--- config.mk ---
export PLATFORM = sky130hd
export DESIGN_NAME = json_token_scanner
export DESIGN_NICKNAME = d
export VERILOG_FILES = /design/src/design/jts_pkg.sv /design/src/design/jts_front.sv /design/src/design/jts_back.sv /design/src/design/jts_out_queue.sv /design/src/design/json_token_scanner.sv
export SDC_FILE = /design/constraint.sdc
export NUM_CORES = 1
export LEC_CHECK = 0
export BUFFER_PORTS_ARGS = -buffer_cell sky130_fd_sc_hd__buf_2
export CORE_MARGIN = 10
export CORE_UTILIZATION = 55
export CTS_CLUSTER_DIAMETER = 60
export DETAILED_ROUTE_END_ITERATION = 8
export PLACE_DENSITY = 0.78
export SYNTH_ARGS = -nofsm -noshare
export SYNTH_HDL_FRONTEND = slang
export SYNTH_HIERARCHICAL = 1
export SYNTH_SLANG_ARGS = --single-unit
--- constraint.sdc ---
create_clock -name clock -period 11.9 [get_ports clock]
set_input_delay 2.975 -clock clock [delete_from_list [all_inputs] [get_ports clock]]
set_output_delay 2.975 -clock clock [all_outputs]
set_load 0.03 [all_outputs]
--- src/design/jts_pkg.sv ---
// Shared types, codes and the character classifier for the JSON token scanner.
// No dependencies; every other file of the block refers to this package by scoped names.
package jts_pkg;

   localparam int POS_WIDTH_DEF = 32;
   localparam int IN_DEPTH      = 4;
   localparam int OUT_DEPTH     = 4;

   localparam logic [3:0] KIND_EOF      = 4'd0;
   localparam logic [3:0] KIND_LBRACKET = 4'd1;
   localparam logic [3:0] KIND_RBRACKET = 4'd2;
   localparam logic [3:0] KIND_LBRACE   = 4'd3;
   localparam logic [3:0] KIND_RBRACE   = 4'd4;
   localparam logic [3:0] KIND_COMMA    = 4'd5;
   localparam logic [3:0] KIND_COLON    = 4'd6;
   localparam logic [3:0] KIND_NULL     = 4'd7;
   localparam logic [3:0] KIND_FALSE    = 4'd8;
   localparam logic [3:0] KIND_TRUE     = 4'd9;
   localparam logic [3:0] KIND_STRCHAR  = 4'd10;
   localparam logic [3:0] KIND_STREND   = 4'd11;
   localparam logic [3:0] KIND_NUMCHAR  = 4'd12;
   localparam logic [3:0] KIND_NUMEND   = 4'd13;
   localparam logic [3:0] KIND_ERROR    = 4'd14;

   localparam logic [2:0] ERR_NONE       = 3'd0;
   localparam logic [2:0] ERR_UNEXPECTED = 3'd1;
   localparam logic [2:0] ERR_NUMBER     = 3'd2;
   localparam logic [2:0] ERR_UNTERM_STR = 3'd3;
   localparam logic [2:0] ERR_UNTERM_ESC = 3'd4;
   localparam logic [2:0] ERR_BAD_ESC    = 3'd5;

   // Keyword tails after the first letter; the fourth slot of the short words is never read.
   localparam logic [15:0] KW_NULL  [4] = '{16'h0075, 16'h006C, 16'h006C, 16'h0000};
   localparam logic [15:0] KW_FALSE [4] = '{16'h0061, 16'h006C, 16'h0073, 16'h0065};
   localparam logic [15:0] KW_TRUE  [4] = '{16'h0072, 16'h0075, 16'h0065, 16'h0000};

   typedef struct packed {
      logic [15:0] code_unit;
      logic        end_of_text;
   } req_type;

   typedef struct packed {
      logic [3:0]  token_kind;
      logic [15:0] unit_value;
      logic [31:0] token_position;
      logic [2:0]  error_code;
      logic        last_of_run;
   } rsp_type;

   typedef struct packed {
      logic       ws;
      logic [3:0] punct_kind;
      logic       digit;
      logic       minus;
      logic       plus;
      logic       dot;
      logic       expo;
      logic       quote;
      logic       bslash;
      logic       start_n;
      logic       start_f;
      logic       start_t;
      logic       esc_ok;
      logic       esc_u;
      logic       hex_ok;
      logic [6:0] esc_val;
      logic [3:0] hex_val;
   } class_type;

   typedef struct packed {
      req_type   req;
      class_type cls;
   } item_type;

   typedef struct packed {
      logic [1:0]         count;
      rsp_type [1:0]      data;
   } wr_type;

   function automatic class_type classify(input logic [15:0] c);
      class_type k;
      k = '0;
      k.ws      = (c inside {16'h0009, 16'h000A, 16'h000D, 16'h0020});
      k.digit   = (c inside {[16'h0030:16'h0039]});
      k.minus   = (c == 16'h002D);
      k.plus    = (c == 16'h002B);
      k.dot     = (c == 16'h002E);
      k.expo    = (c inside {16'h0065, 16'h0045});
      k.quote   = (c == 16'h0022);
      k.bslash  = (c == 16'h005C);
      k.start_n = (c == 16'h006E);
      k.start_f = (c == 16'h0066);
      k.start_t = (c == 16'h0074);
      k.esc_u   = (c == 16'h0075);
      case (c)
         16'h005B: k.punct_kind = KIND_LBRACKET;
         16'h005D: k.punct_kind = KIND_RBRACKET;
         16'h007B: k.punct_kind = KIND_LBRACE;
         16'h007D: k.punct_kind = KIND_RBRACE;
         16'h002C: k.punct_kind = KIND_COMMA;
         16'h003A: k.punct_kind = KIND_COLON;
         default:  k.punct_kind = 4'd0;
      endcase
      k.esc_ok = 1'b1;
      case (c)
         16'h0022: k.esc_val = 7'h22;
         16'h002F: k.esc_val = 7'h2F;
         16'h005C: k.esc_val = 7'h5C;
         16'h0062: k.esc_val = 7'h08;
         16'h0066: k.esc_val = 7'h0C;
         16'h006E: k.esc_val = 7'h0A;
         16'h0072: k.esc_val = 7'h0D;
         16'h0074: k.esc_val = 7'h09;
         default: begin
            k.esc_ok  = 1'b0;
            k.esc_val = 7'h00;
         end
      endcase
      // Letters a-f and A-F both carry their value minus nine in the low nibble.
      k.hex_ok = k.digit || (c inside {[16'h0061:16'h0066], [16'h0041:16'h0046]});
      k.hex_val = k.digit ? c[3:0] : c[3:0] + 4'd9;
      return k;
   endfunction

endpackage

--- src/design/jts_front.sv ---
// Front end of the JSON token scanner: accepts requests, classifies each code unit
// and holds them in a short queue for the back end. Uses jts_pkg.
module jts_front (
   input  logic              clock,
   input  logic              reset,
   input  logic              push,
   output logic              full,
   input  jts_pkg::req_type  req_data,
   output logic              head_valid,
   output jts_pkg::item_type head_item,
   input  logic              head_pop
);

   localparam int DEPTH = jts_pkg::IN_DEPTH;
   localparam int AW    = $clog2(DEPTH);
   localparam int CW    = $clog2(DEPTH + 1);

   jts_pkg::item_type mem_ff [DEPTH];
   logic [AW-1:0]     wr_ptr_ff, wr_ptr_in;
   logic [AW-1:0]     rd_ptr_ff, rd_ptr_in;
   logic [CW-1:0]     count_ff, count_in;
   logic              write_en;

   assign full       = (count_ff == CW'(DEPTH));
   assign write_en   = push && !full;
   assign head_valid = (count_ff != '0);
   assign head_item  = mem_ff[rd_ptr_ff];

   always_comb begin
      wr_ptr_in = wr_ptr_ff;
      rd_ptr_in = rd_ptr_ff;
      count_in  = count_ff;
      if (write_en) begin
         wr_ptr_in = (wr_ptr_ff == AW'(DEPTH - 1)) ? '0 : wr_ptr_ff + AW'(1);
      end
      if (head_pop) begin
         rd_ptr_in = (rd_ptr_ff == AW'(DEPTH - 1)) ? '0 : rd_ptr_ff + AW'(1);
      end
      if (write_en && !head_pop) begin
         count_in = count_ff + CW'(1);
      end else if (!write_en && head_pop) begin
         count_in = count_ff - CW'(1);
      end
   end

   always_ff @(posedge clock) begin
      if (reset) begin
         wr_ptr_ff <= '0;
         rd_ptr_ff <= '0;
         count_ff  <= '0;
      end else begin
         wr_ptr_ff <= wr_ptr_in;
         rd_ptr_ff <= rd_ptr_in;
         count_ff  <= count_in;
      end
   end

   always_ff @(posedge clock) begin
      if (write_en) begin
         mem_ff[wr_ptr_ff].req <= req_data;
         mem_ff[wr_ptr_ff].cls <= jts_pkg::classify(req_data.code_unit);
      end
   end

endmodule

--- src/design/jts_back.sv ---
// Back end of the JSON token scanner: the scan state machine that turns one classified
// request into zero, one or two results. Uses jts_pkg.
module jts_back #(
   parameter int POS_WIDTH = jts_pkg::POS_WIDTH_DEF
) (
   input  logic              clock,
   input  logic              reset,
   input  logic              in_valid,
   input  jts_pkg::item_type in_item,
   output logic              in_take,
   input  logic              out_room,
   output jts_pkg::wr_type   out_wr
);

   localparam int PW = POS_WIDTH;

   typedef enum logic [3:0] {
      M_IDLE, M_KNULL, M_KFALSE, M_KTRUE, M_NEG, M_INT, M_FRNEED, M_FRAC,
      M_EXSIGN, M_EXNEED, M_EXP, M_STR, M_ESC, M_HEX
   } mode_type;

   mode_type       mode_ff, mode_in;
   logic [3:0]     kp_ff, kp_in;
   logic [1:0]     hc_ff, hc_in;
   logic [15:0]    acc_ff, acc_in;
   logic           ejd_ff, ejd_in;
   logic           err_ff, err_in;
   logic [PW-1:0]  start_ff, start_in;
   logic [PW-1:0]  pos_ff, pos_in;

   logic [15:0]    c;
   jts_pkg::class_type cls;
   logic [15:0]    kw_letter;
   logic [3:0]     kw_len;
   logic [3:0]     kw_kind;
   logic [15:0]    acc_next;
   logic           run_idle;
   logic           fail_now;
   logic [2:0]     fail_code;
   logic [PW-1:0]  fail_pos;
   logic           num_ok;
   logic           num_end;
   mode_type       num_next;
   logic [1:0]     cnt;
   jts_pkg::rsp_type [1:0] res;

   function automatic jts_pkg::rsp_type make_rsp(input logic [3:0] k, input logic [15:0] v,
                                                  input logic [PW-1:0] ps, input logic [2:0] e);
      jts_pkg::rsp_type r;
      logic [PW+31:0]   wide;
      wide             = {32'd0, ps};
      r.token_kind     = k;
      r.unit_value     = v;
      r.token_position = wide[31:0];
      r.error_code     = e;
      r.last_of_run    = 1'b0;
      return r;
   endfunction

   assign in_take  = in_valid && out_room;
   assign c        = in_item.req.code_unit;
   assign cls      = in_item.cls;
   assign acc_next = {acc_ff[11:0], cls.hex_val};

   always_comb begin
      case (mode_ff)
         M_KFALSE: begin
            kw_letter = jts_pkg::KW_FALSE[kp_ff[1:0]];
            kw_len    = 4'd4;
            kw_kind   = jts_pkg::KIND_FALSE;
         end
         M_KTRUE: begin
            kw_letter = jts_pkg::KW_TRUE[kp_ff[1:0]];
            kw_len    = 4'd3;
            kw_kind   = jts_pkg::KIND_TRUE;
         end
         default: begin
            kw_letter = jts_pkg::KW_NULL[kp_ff[1:0]];
            kw_len    = 4'd3;
            kw_kind   = jts_pkg::KIND_NULL;
         end
      endcase
   end

   // Number grammar: which characters continue the number and where it goes next.
   always_comb begin
      num_ok   = 1'b0;
      num_end  = 1'b0;
      num_next = mode_ff;
      case (mode_ff)
         M_NEG: begin
            num_ok   = cls.digit;
            num_next = M_INT;
         end
         M_FRNEED: begin
            num_ok   = cls.digit;
            num_next = M_FRAC;
         end
         M_EXNEED: begin
            num_ok   = cls.digit;
            num_next = M_EXP;
         end
         M_INT: begin
            num_ok   = cls.digit || cls.dot || cls.expo;
            num_end  = !num_ok;
            num_next = cls.digit ? M_INT : (cls.dot ? M_FRNEED : M_EXSIGN);
         end
         M_FRAC: begin
            num_ok   = cls.digit || cls.expo;
            num_end  = !num_ok;
            num_next = cls.digit ? M_FRAC : M_EXSIGN;
         end
         M_EXSIGN: begin
            num_ok   = cls.digit || cls.plus || cls.minus;
            num_next = cls.digit ? M_EXP : M_EXNEED;
         end
         M_EXP: begin
            num_ok   = cls.digit;
            num_end  = !num_ok;
            num_next = M_EXP;
         end
         default: begin
            num_ok   = 1'b0;
            num_end  = 1'b0;
            num_next = mode_ff;
         end
      endcase
   end

   always_comb begin
      mode_in   = mode_ff;
      kp_in     = kp_ff;
      hc_in     = hc_ff;
      acc_in    = acc_ff;
      ejd_in    = ejd_ff;
      err_in    = err_ff;
      start_in  = start_ff;
      pos_in    = pos_ff;
      cnt       = 2'd0;
      res       = '0;
      run_idle  = 1'b0;
      fail_now  = 1'b0;
      fail_code = jts_pkg::ERR_NONE;
      fail_pos  = start_ff;
      if (in_take) begin
         if (in_item.req.end_of_text) begin
            if (!err_ff) begin
               case (mode_ff)
                  M_KNULL, M_KFALSE, M_KTRUE: begin
                     fail_now  = 1'b1;
                     fail_code = jts_pkg::ERR_UNEXPECTED;
                  end
                  M_INT, M_FRAC, M_EXP: begin
                     res[cnt[0]] = make_rsp(jts_pkg::KIND_NUMEND, 16'd0, start_ff,
                                            jts_pkg::ERR_NONE);
                     cnt = cnt + 2'd1;
                  end
                  M_NEG, M_FRNEED, M_EXSIGN, M_EXNEED: begin
                     fail_now  = 1'b1;
                     fail_code = jts_pkg::ERR_NUMBER;
                  end
                  M_STR: begin
                     fail_now = 1'b1;
                     if (ejd_ff) begin
                        // A finished escape was the last character: point back at its letter.
                        fail_code = jts_pkg::ERR_UNTERM_ESC;
                        fail_pos  = pos_ff - PW'(kp_ff);
                     end else begin
                        fail_code = jts_pkg::ERR_UNTERM_STR;
                     end
                  end
                  M_ESC: begin
                     fail_now  = 1'b1;
                     fail_code = jts_pkg::ERR_UNTERM_STR;
                  end
                  M_HEX: begin
                     fail_now  = 1'b1;
                     fail_code = jts_pkg::ERR_UNTERM_ESC;
                     fail_pos  = pos_ff - PW'(hc_ff) - PW'(1);
                  end
                  default: begin
                     fail_now = 1'b0;
                  end
               endcase
            end
         end else begin
            if (pos_ff != {PW{1'b1}}) begin
               pos_in = pos_ff + PW'(1);
            end
            if (!err_ff) begin
               case (mode_ff)
                  M_IDLE: begin
                     run_idle = 1'b1;
                  end
                  M_KNULL, M_KFALSE, M_KTRUE: begin
                     if (kp_ff >= kw_len || c != kw_letter) begin
                        fail_now  = 1'b1;
                        fail_code = jts_pkg::ERR_UNEXPECTED;
                     end else if (kp_ff + 4'd1 == kw_len) begin
                        res[cnt[0]] = make_rsp(kw_kind, 16'd0, start_ff, jts_pkg::ERR_NONE);
                        cnt     = cnt + 2'd1;
                        mode_in = M_IDLE;
                        kp_in   = 4'd0;
                        hc_in   = 2'd0;
                        acc_in  = 16'd0;
                        ejd_in  = 1'b0;
                     end else begin
                        kp_in = kp_ff + 4'd1;
                     end
                  end
                  M_STR: begin
                     ejd_in = 1'b0;
                     kp_in  = 4'd0;
                     if (cls.quote) begin
                        res[cnt[0]] = make_rsp(jts_pkg::KIND_STREND, 16'd0, start_ff,
                                               jts_pkg::ERR_NONE);
                        cnt     = cnt + 2'd1;
                        mode_in = M_IDLE;
                        hc_in   = 2'd0;
                        acc_in  = 16'd0;
                     end else if (cls.bslash) begin
                        mode_in = M_ESC;
                     end else begin
                        res[cnt[0]] = make_rsp(jts_pkg::KIND_STRCHAR, c, start_ff,
                                               jts_pkg::ERR_NONE);
                        cnt = cnt + 2'd1;
                     end
                  end
                  M_ESC: begin
                     if (cls.esc_u) begin
                        mode_in = M_HEX;
                        hc_in   = 2'd0;
                        acc_in  = 16'd0;
                     end else if (cls.esc_ok) begin
                        res[cnt[0]] = make_rsp(jts_pkg::KIND_STRCHAR, {9'd0, cls.esc_val},
                                               start_ff, jts_pkg::ERR_NONE);
                        cnt     = cnt + 2'd1;
                        mode_in = M_STR;
                        ejd_in  = 1'b1;
                        kp_in   = 4'd1;
                     end else begin
                        fail_now  = 1'b1;
                        fail_code = jts_pkg::ERR_BAD_ESC;
                        fail_pos  = pos_ff;
                     end
                  end
                  M_HEX: begin
                     if (!cls.hex_ok) begin
                        fail_now  = 1'b1;
                        fail_code = jts_pkg::ERR_BAD_ESC;
                        fail_pos  = pos_ff - PW'(hc_ff) - PW'(1);
                     end else begin
                        acc_in = acc_next;
                        if (hc_ff == 2'd3) begin
                           res[cnt[0]] = make_rsp(jts_pkg::KIND_STRCHAR, acc_next, start_ff,
                                                  jts_pkg::ERR_NONE);
                           cnt     = cnt + 2'd1;
                           mode_in = M_STR;
                           hc_in   = 2'd0;
                           ejd_in  = 1'b1;
                           kp_in   = 4'd5;
                        end else begin
                           hc_in = hc_ff + 2'd1;
                        end
                     end
                  end
                  default: begin
                     if (num_ok) begin
                        res[cnt[0]] = make_rsp(jts_pkg::KIND_NUMCHAR, c, start_ff,
                                               jts_pkg::ERR_NONE);
                        cnt     = cnt + 2'd1;
                        mode_in = num_next;
                     end else if (num_end) begin
                        // The number closes here and this character is scanned again.
                        res[cnt[0]] = make_rsp(jts_pkg::KIND_NUMEND, 16'd0, start_ff,
                                               jts_pkg::ERR_NONE);
                        cnt      = cnt + 2'd1;
                        mode_in  = M_IDLE;
                        kp_in    = 4'd0;
                        hc_in    = 2'd0;
                        acc_in   = 16'd0;
                        ejd_in   = 1'b0;
                        run_idle = 1'b1;
                     end else begin
                        fail_now  = 1'b1;
                        fail_code = jts_pkg::ERR_NUMBER;
                     end
                  end
               endcase
            end
         end

         if (run_idle) begin
            start_in = pos_ff;
            if (cls.ws) begin
               start_in = pos_ff;
            end else if (cls.punct_kind != 4'd0) begin
               res[cnt[0]] = make_rsp(cls.punct_kind, 16'd0, pos_ff, jts_pkg::ERR_NONE);
               cnt = cnt + 2'd1;
            end else if (cls.start_n) begin
               mode_in = M_KNULL;
               kp_in   = 4'd0;
            end else if (cls.start_f) begin
               mode_in = M_KFALSE;
               kp_in   = 4'd0;
            end else if (cls.start_t) begin
               mode_in = M_KTRUE;
               kp_in   = 4'd0;
            end else if (cls.quote) begin
               mode_in = M_STR;
               ejd_in  = 1'b0;
            end else if (cls.minus || cls.digit) begin
               res[cnt[0]] = make_rsp(jts_pkg::KIND_NUMCHAR, c, pos_ff, jts_pkg::ERR_NONE);
               cnt     = cnt + 2'd1;
               mode_in = cls.minus ? M_NEG : M_INT;
            end else begin
               fail_now  = 1'b1;
               fail_code = jts_pkg::ERR_UNEXPECTED;
               fail_pos  = pos_ff;
            end
         end

         if (fail_now) begin
            res[cnt[0]] = make_rsp(jts_pkg::KIND_ERROR, 16'd0, fail_pos, fail_code);
            cnt     = cnt + 2'd1;
            mode_in = M_IDLE;
            kp_in   = 4'd0;
            hc_in   = 2'd0;
            acc_in  = 16'd0;
            ejd_in  = 1'b0;
            err_in  = 1'b1;
         end

         if (in_item.req.end_of_text) begin
            res[cnt[0]] = make_rsp(jts_pkg::KIND_EOF, 16'd0, pos_ff, jts_pkg::ERR_NONE);
            cnt      = cnt + 2'd1;
            mode_in  = M_IDLE;
            kp_in    = 4'd0;
            hc_in    = 2'd0;
            acc_in   = 16'd0;
            ejd_in   = 1'b0;
            err_in   = 1'b0;
            start_in = '0;
            pos_in   = '0;
         end

         if (cnt == 2'd2) begin
            res[1].last_of_run = 1'b1;
         end else if (cnt == 2'd1) begin
            res[0].last_of_run = 1'b1;
         end
      end
      out_wr.count = cnt;
      out_wr.data  = res;
   end

   always_ff @(posedge clock) begin
      if (reset) begin
         mode_ff  <= M_IDLE;
         kp_ff    <= 4'd0;
         hc_ff    <= 2'd0;
         acc_ff   <= 16'd0;
         ejd_ff   <= 1'b0;
         err_ff   <= 1'b0;
         start_ff <= '0;
         pos_ff   <= '0;
      end else begin
         mode_ff  <= mode_in;
         kp_ff    <= kp_in;
         hc_ff    <= hc_in;
         acc_ff   <= acc_in;
         ejd_ff   <= ejd_in;
         err_ff   <= err_in;
         start_ff <= start_in;
         pos_ff   <= pos_in;
      end
   end

endmodule

--- src/design/jts_out_queue.sv ---
// Result queue of the JSON token scanner: takes up to two results a cycle from the
// back end and hands them out one at a time, oldest first. Uses jts_pkg.
module jts_out_queue (
   input  logic             clock,
   input  logic             reset,
   input  jts_pkg::wr_type  wr,
   output logic             room,
   output logic             empty,
   input  logic             pop,
   output jts_pkg::rsp_type rsp_data
);

   localparam int DEPTH = jts_pkg::OUT_DEPTH;
   localparam int AW    = $clog2(DEPTH);
   localparam int CW    = $clog2(DEPTH + 1);

   jts_pkg::rsp_type mem_ff [DEPTH];
   logic [AW-1:0]    wr_ptr_ff, wr_ptr_in;
   logic [AW-1:0]    rd_ptr_ff, rd_ptr_in;
   logic [CW-1:0]    count_ff, count_in;
   logic             pop_en;
   logic [AW-1:0]    wr_ptr_next;

   // Pointers wrap naturally; the depth is a power of two.
   assign wr_ptr_next = wr_ptr_ff + AW'(1);
   assign empty       = (count_ff == '0);
   assign room        = (count_ff <= CW'(DEPTH - 2));
   assign pop_en      = pop && !empty;
   assign rsp_data    = mem_ff[rd_ptr_ff];

   always_comb begin
      wr_ptr_in = wr_ptr_ff + AW'(wr.count);
      rd_ptr_in = pop_en ? rd_ptr_ff + AW'(1) : rd_ptr_ff;
      count_in  = count_ff + CW'(wr.count) - CW'(pop_en);
   end

   always_ff @(posedge clock) begin
      if (reset) begin
         wr_ptr_ff <= '0;
         rd_ptr_ff <= '0;
         count_ff  <= '0;
      end else begin
         wr_ptr_ff <= wr_ptr_in;
         rd_ptr_ff <= rd_ptr_in;
         count_ff  <= count_in;
      end
   end

   always_ff @(posedge clock) begin
      if (wr.count != 2'd0) begin
         mem_ff[wr_ptr_ff] <= wr.data[0];
      end
      if (wr.count == 2'd2) begin
         mem_ff[wr_ptr_next] <= wr.data[1];
      end
   end

endmodule

--- src/design/json_token_scanner.sv ---
// Top level of the JSON token scanner: request queue with classifier, scan engine
// and result queue. Uses jts_pkg, jts_front, jts_back and jts_out_queue.
//
//   channel   handshake          payload              direction
//   request   push / full        req_data (req_type)  in
//   result    empty / pop        rsp_data (rsp_type)  out
//
// The scan engine takes one code unit per clock while the result queue has room.
// A request shows up as results in the cycle after it is taken at the earliest.
// Each result needs its own pop, so a unit that gives two results needs two pops.
// The scan engine waits while the result queue has fewer than two free entries;
// the request queue then fills and full rises once it holds four requests.
// Reset is synchronous and leaves both queues empty and the scanner between tokens.
module json_token_scanner #(
   parameter int POS_WIDTH = jts_pkg::POS_WIDTH_DEF
) (
   input  logic             clock,
   input  logic             reset,
   input  logic             push,
   output logic             full,
   input  jts_pkg::req_type req_data,
   output logic             empty,
   input  logic             pop,
   output jts_pkg::rsp_type rsp_data
);

   logic              head_valid;
   jts_pkg::item_type head_item;
   logic              head_take;
   logic              out_room;
   jts_pkg::wr_type   out_wr;

   jts_front u_front (
      .clock      (clock),
      .reset      (reset),
      .push       (push),
      .full       (full),
      .req_data   (req_data),
      .head_valid (head_valid),
      .head_item  (head_item),
      .head_pop   (head_take)
   );

   jts_back #(
      .POS_WIDTH (POS_WIDTH)
   ) u_back (
      .clock    (clock),
      .reset    (reset),
      .in_valid (head_valid),
      .in_item  (head_item),
      .in_take  (head_take),
      .out_room (out_room),
      .out_wr   (out_wr)
   );

   jts_out_queue u_out (
      .clock    (clock),
      .reset    (reset),
      .wr       (out_wr),
      .room     (out_room),
      .empty    (empty),
      .pop      (pop),
      .rsp_data (rsp_data)
   );

endmodule

==> metrics.md <==
| Metric | Value |
|---|---|
| # setup viols final | 0 |
| Worst hold path depth | 2 |
| Worst skew pair latency | 0.62 ns |
| Post-CTS Setup Inserts | 0 |
| Period minus WS final | 8.051 ns |
| Vias in the first global route | 22034 |
| Cells on worst reg2reg path | 18 |
| Ant diodes | 0 |
| Peak fanout along the critical path | 57 |
| Post-synth EDFFs | 400 |
| Worst Tran Pin Value | between 1 and 1.5 ns |
| Die W | around 250 µm |
| Hold buffers post-CTS | 0 |
| Ranking of synthesized cells by area | edfxtp_1 41%, mux4_2 7.6%, dfxtp_1 7.2% |
| Gr ovfl total | 0 |
| Layout cells sized above 1 | 0.2015 |
| Switching power | ~2300 µW |
| Area grow syn2layout | 8.692% |
| Final core occ | 0.6073 |
| Post-Synthesis Cells | 2600 |
| Worst Hold Class | reg2reg |
| Initial antenna violation count | 1 |
| CTS root buf | clkbuf_16 |
| CP Data Arrival Time | 8.35 ns |
| Sequential fraction of the synthesis area | 0.4785 |
| Most used flip-flop cell after synthesis | edfxtp_1 |
| # rows | 84 |
| GRT Total Usage | 0.2751 |
| Routability-driven placement congestion ratio | 0.9896 |
| HPWL after DPL | ~59000 µm |
| Nets@finish | 2624 |
| Cell-internal power | about 3900 µW |
| Critical Path End Type | flip-flop |
| Outcome | finished, final reports clean |
| Async SR Flop Fraction | 0 |
| Detailed-route wire length per cell | between 20 and 30 µm |
| H-tree depth | 2 |
| Setup Crit Path Kind | reg2reg |
| Tot Pwr | roughly 6200 µW |
| Starting Density | 0.5587 |
| Required @ worst endpoint | 12.20 ns |
| Max cap viols | 0 |
| Most frequent cell after synthesis | edfxtp_1 |
| Via density | 6.988 |
| Global-route wire length before repair | around 140000 µm |
| Sw Share | 0.3772 |
| DR pass1 iterations | 6 |
| Resize count post-CTS | 0 |
| Routed Wire Length | 89370 µm |
| Post-synth top cells | 400 x edfxtp_1, 195 x nor2_1, 165 x nand2_1, 143 x mux2_2, 142 x clkbuf_1 |
| Leak | 0.01110 µW |
| Final hold vios | 0 |
| DRT iter0 DRCs | about 3500 |
| Peak VDD IR | 0.0001362 V |
| Slew Viols, Final | 0 |
| DRC Markers | 0 |
| CTS Buffer Depth | 3 |
| Mapped cell area | 29540 µm² |
| Seq cells post-synth | about 510 |
| Clock power frac | 0.279 |
| Via count | around 23000 |
| Fin crit share | 0.6766 |
| Ys Warns | 6 |
| Slew headroom | 0.04333 |
| Largest net degree at the start of global routing | 58 |
| CORE AREA | 52870 µm² |
| Reg power frac | 0.361 |
| Setup crit end | u_out/mem_ff[0][16]$_DFFE_PP_ |
| Skew final | 0.02410 ns |
| Die height | 251.7 µm |
| Clock Sink Count | 506 |
| Synth area leader | edfxtp_1 |
| PwrDens | 193.4 nW/µm² |
| I/O pins | 79 |
| R2R setup slack | 3.85 ns |
| TritonCTS clock tree | built |
| Total CTS buffers | 55 |
| Unique cell type count in the Yosys netlist | 111 |
| Setup TNS | 0 ns |
| Syn Area/Cell | roughly 11 µm² |
| FF-to-FF End | u_out/mem_ff[0][16]$_DFFE_PP_ |
| Combinational power share | 0.360 |
| Unrepaired setup endpoints after global routing | no |
| ANT nets after route | 0 |
| Die area | 63370 µm² |
| Fmax | 0.1242 GHz |
| Crit start category | flip-flop |
| PortBufs | 78 |
| Worst-path clk slew | 0.06 ns |
| Share of the synthesized area in the top cell type | 0.4067 |
==> placed cells by master (no fill, tap or decap), types with 13 or more instances in the layout <==
cell type | netlist | routed
a211oi_1 | 25 | 25
a21oi_1 | 135 | 134
a22o_1 | 32 | 32
a22oi_1 | 62 | 62
a31oi_1 | 36 | 36
and2_1 | 35 | 31
and3_1 | 25 | 25
buf_2 | 38 | 78
buf_4 | 22 | 56
clkbuf_16 | 0 | 55
dfxtp_1 | 106 | 102
edfxtp_1 | 400 | 400
ha_1 | 31 | 31
inv_1 | 53 | 53
mux2_1 | 85 | 85
mux2_2 | 143 | 143
mux2i_1 | 22 | 22
mux4_2 | 100 | 100
nand2_1 | 165 | 165
nand2b_1 | 36 | 36
nand3_1 | 59 | 59
nand4_1 | 24 | 24
nor2_1 | 195 | 192
nor2b_1 | 15 | 15
nor3_1 | 65 | 64
nor3_2 | 12 | 13
nor4_1 | 38 | 36
o211ai_1 | 22 | 22
o21ai_0 | 97 | 96
o22ai_1 | 41 | 41
o32ai_1 | 16 | 16
or3_1 | 23 | 23
xnor2_1 | 32 | 32
xor2_1 | 13 | 13
==> power groups by stage <==
stage	registers, µW	logic [µW]	clock network, µW
after floorplan	2250	1560	0
after global placement	2260	2160	0
after detailed placement	2280	2200	0
after CTS	2240	2200	1750
after global routing	2260	2360	1820
final	2240	2240	1730
==> layout make-up <==
type / count / area, µm²
Timing Repair Buffer: 134 / 810.8
Sequential cell: 506 / 14140
Clock buffer: 72 / 1490
Clock inverter: 28 / 360.3
Multi-Input combinational cell: 1816 / 14230
Inverter: 55 / 206.4
Fill cell: 4087 / 20760
Tap cell: 688 / 860.8
==> per-stage QoR <==
stage | instances | cell area (µm²) | setup WS, ns | hold slack [ns]
after floorplan | 2601 | 29540 | 2.582 | 0.4478
after global placement | 3199 | 30250 | 4.268 | 0.4580
after detailed placement | 3199 | 30250 | 4.014 | 0.4636
after CTS | 3299 | 32100 | 3.962 | 0.4771
after global routing | 3299 | 32100 | 3.331 | 0.5166
final | 3299 | 32100 | 3.849 | 0.4790
==> how the worst min path moves through the flow <==
stage                                       start                            end  slack [ns]
floorplan           u_back/acc_ff[0]$_SDFFE_PP0P_  u_back/acc_ff[4]$_SDFFE_PP0P_        0.45
global placement    u_back/acc_ff[2]$_SDFFE_PP0P_  u_back/acc_ff[6]$_SDFFE_PP0P_        0.46
CTS                 u_back/acc_ff[3]$_SDFFE_PP0P_  u_back/acc_ff[7]$_SDFFE_PP0P_        0.48
global route        u_back/acc_ff[3]$_SDFFE_PP0P_  u_back/acc_ff[7]$_SDFFE_PP0P_        0.52
finish              u_back/acc_ff[3]$_SDFFE_PP0P_  u_back/acc_ff[7]$_SDFFE_PP0P_        0.48
detailed placement  u_back/acc_ff[1]$_SDFFE_PP0P_  u_back/acc_ff[5]$_SDFFE_PP0P_        0.46
==> routing by layer <==
layer,GRT usage,part of all wire
met1,0.3937,0.41
met2,0.4171,0.45
met3,0.05644,0.11
met4,0.08120,0.025
met5,0,0
==> critical path, stage by stage, from the launching register on <==
cell	delay, ns
dfxtp_2	0.34
buf_4	0.39
buf_4	0.50
mux4_2	0.58
buf_4	0.29
nor2_1	0.87
o21a_1	0.34
a21bo_2	0.19
or2_1	0.67
ha_1	0.40
a21oi_1	0.18
o21ai_0	0.17
o311ai_0	0.15
xnor2_1	0.23
nor2_1	0.54
nand4b_1	0.22
buf_4	0.72
o21ai_4	0.40
buf_4	0.44
==> registers in the layout, summed over array words and instances, names as in the netlist, named ones only <==
register           count
u_out/wr_ptr_ff        2
u_out/rd_ptr_ff        2
u_back/start_ff       32
u_out/count_ff         3
u_back/kp_ff           4
u_back/acc_ff         12
u_out/mem_ff         224
u_back/ejd_ff          1
u_back/hc_ff           2
u_front/rd_ptr_ff      2
u_front/wr_ptr_ff      2
u_back/err_ff          1
u_front/count_ff       3
u_back/mode_ff         4
u_front/mem_ff       176
u_back/pos_ff         32
==> cell families after synthesis <==
group | Yosys count | synth area share
simple gates | 764 | 0.1345
compound gates | 616 | 0.1422
flops | 506 | 0.4785
mux | 351 | 0.1711
buf+inv | 279 | 0.04270
xor+xnor | 47 | 0.01487
fa+ha+maj | 35 | 0.01584
other cells | 2 | 0.0002543
Power figures use the tool's default switching activity.
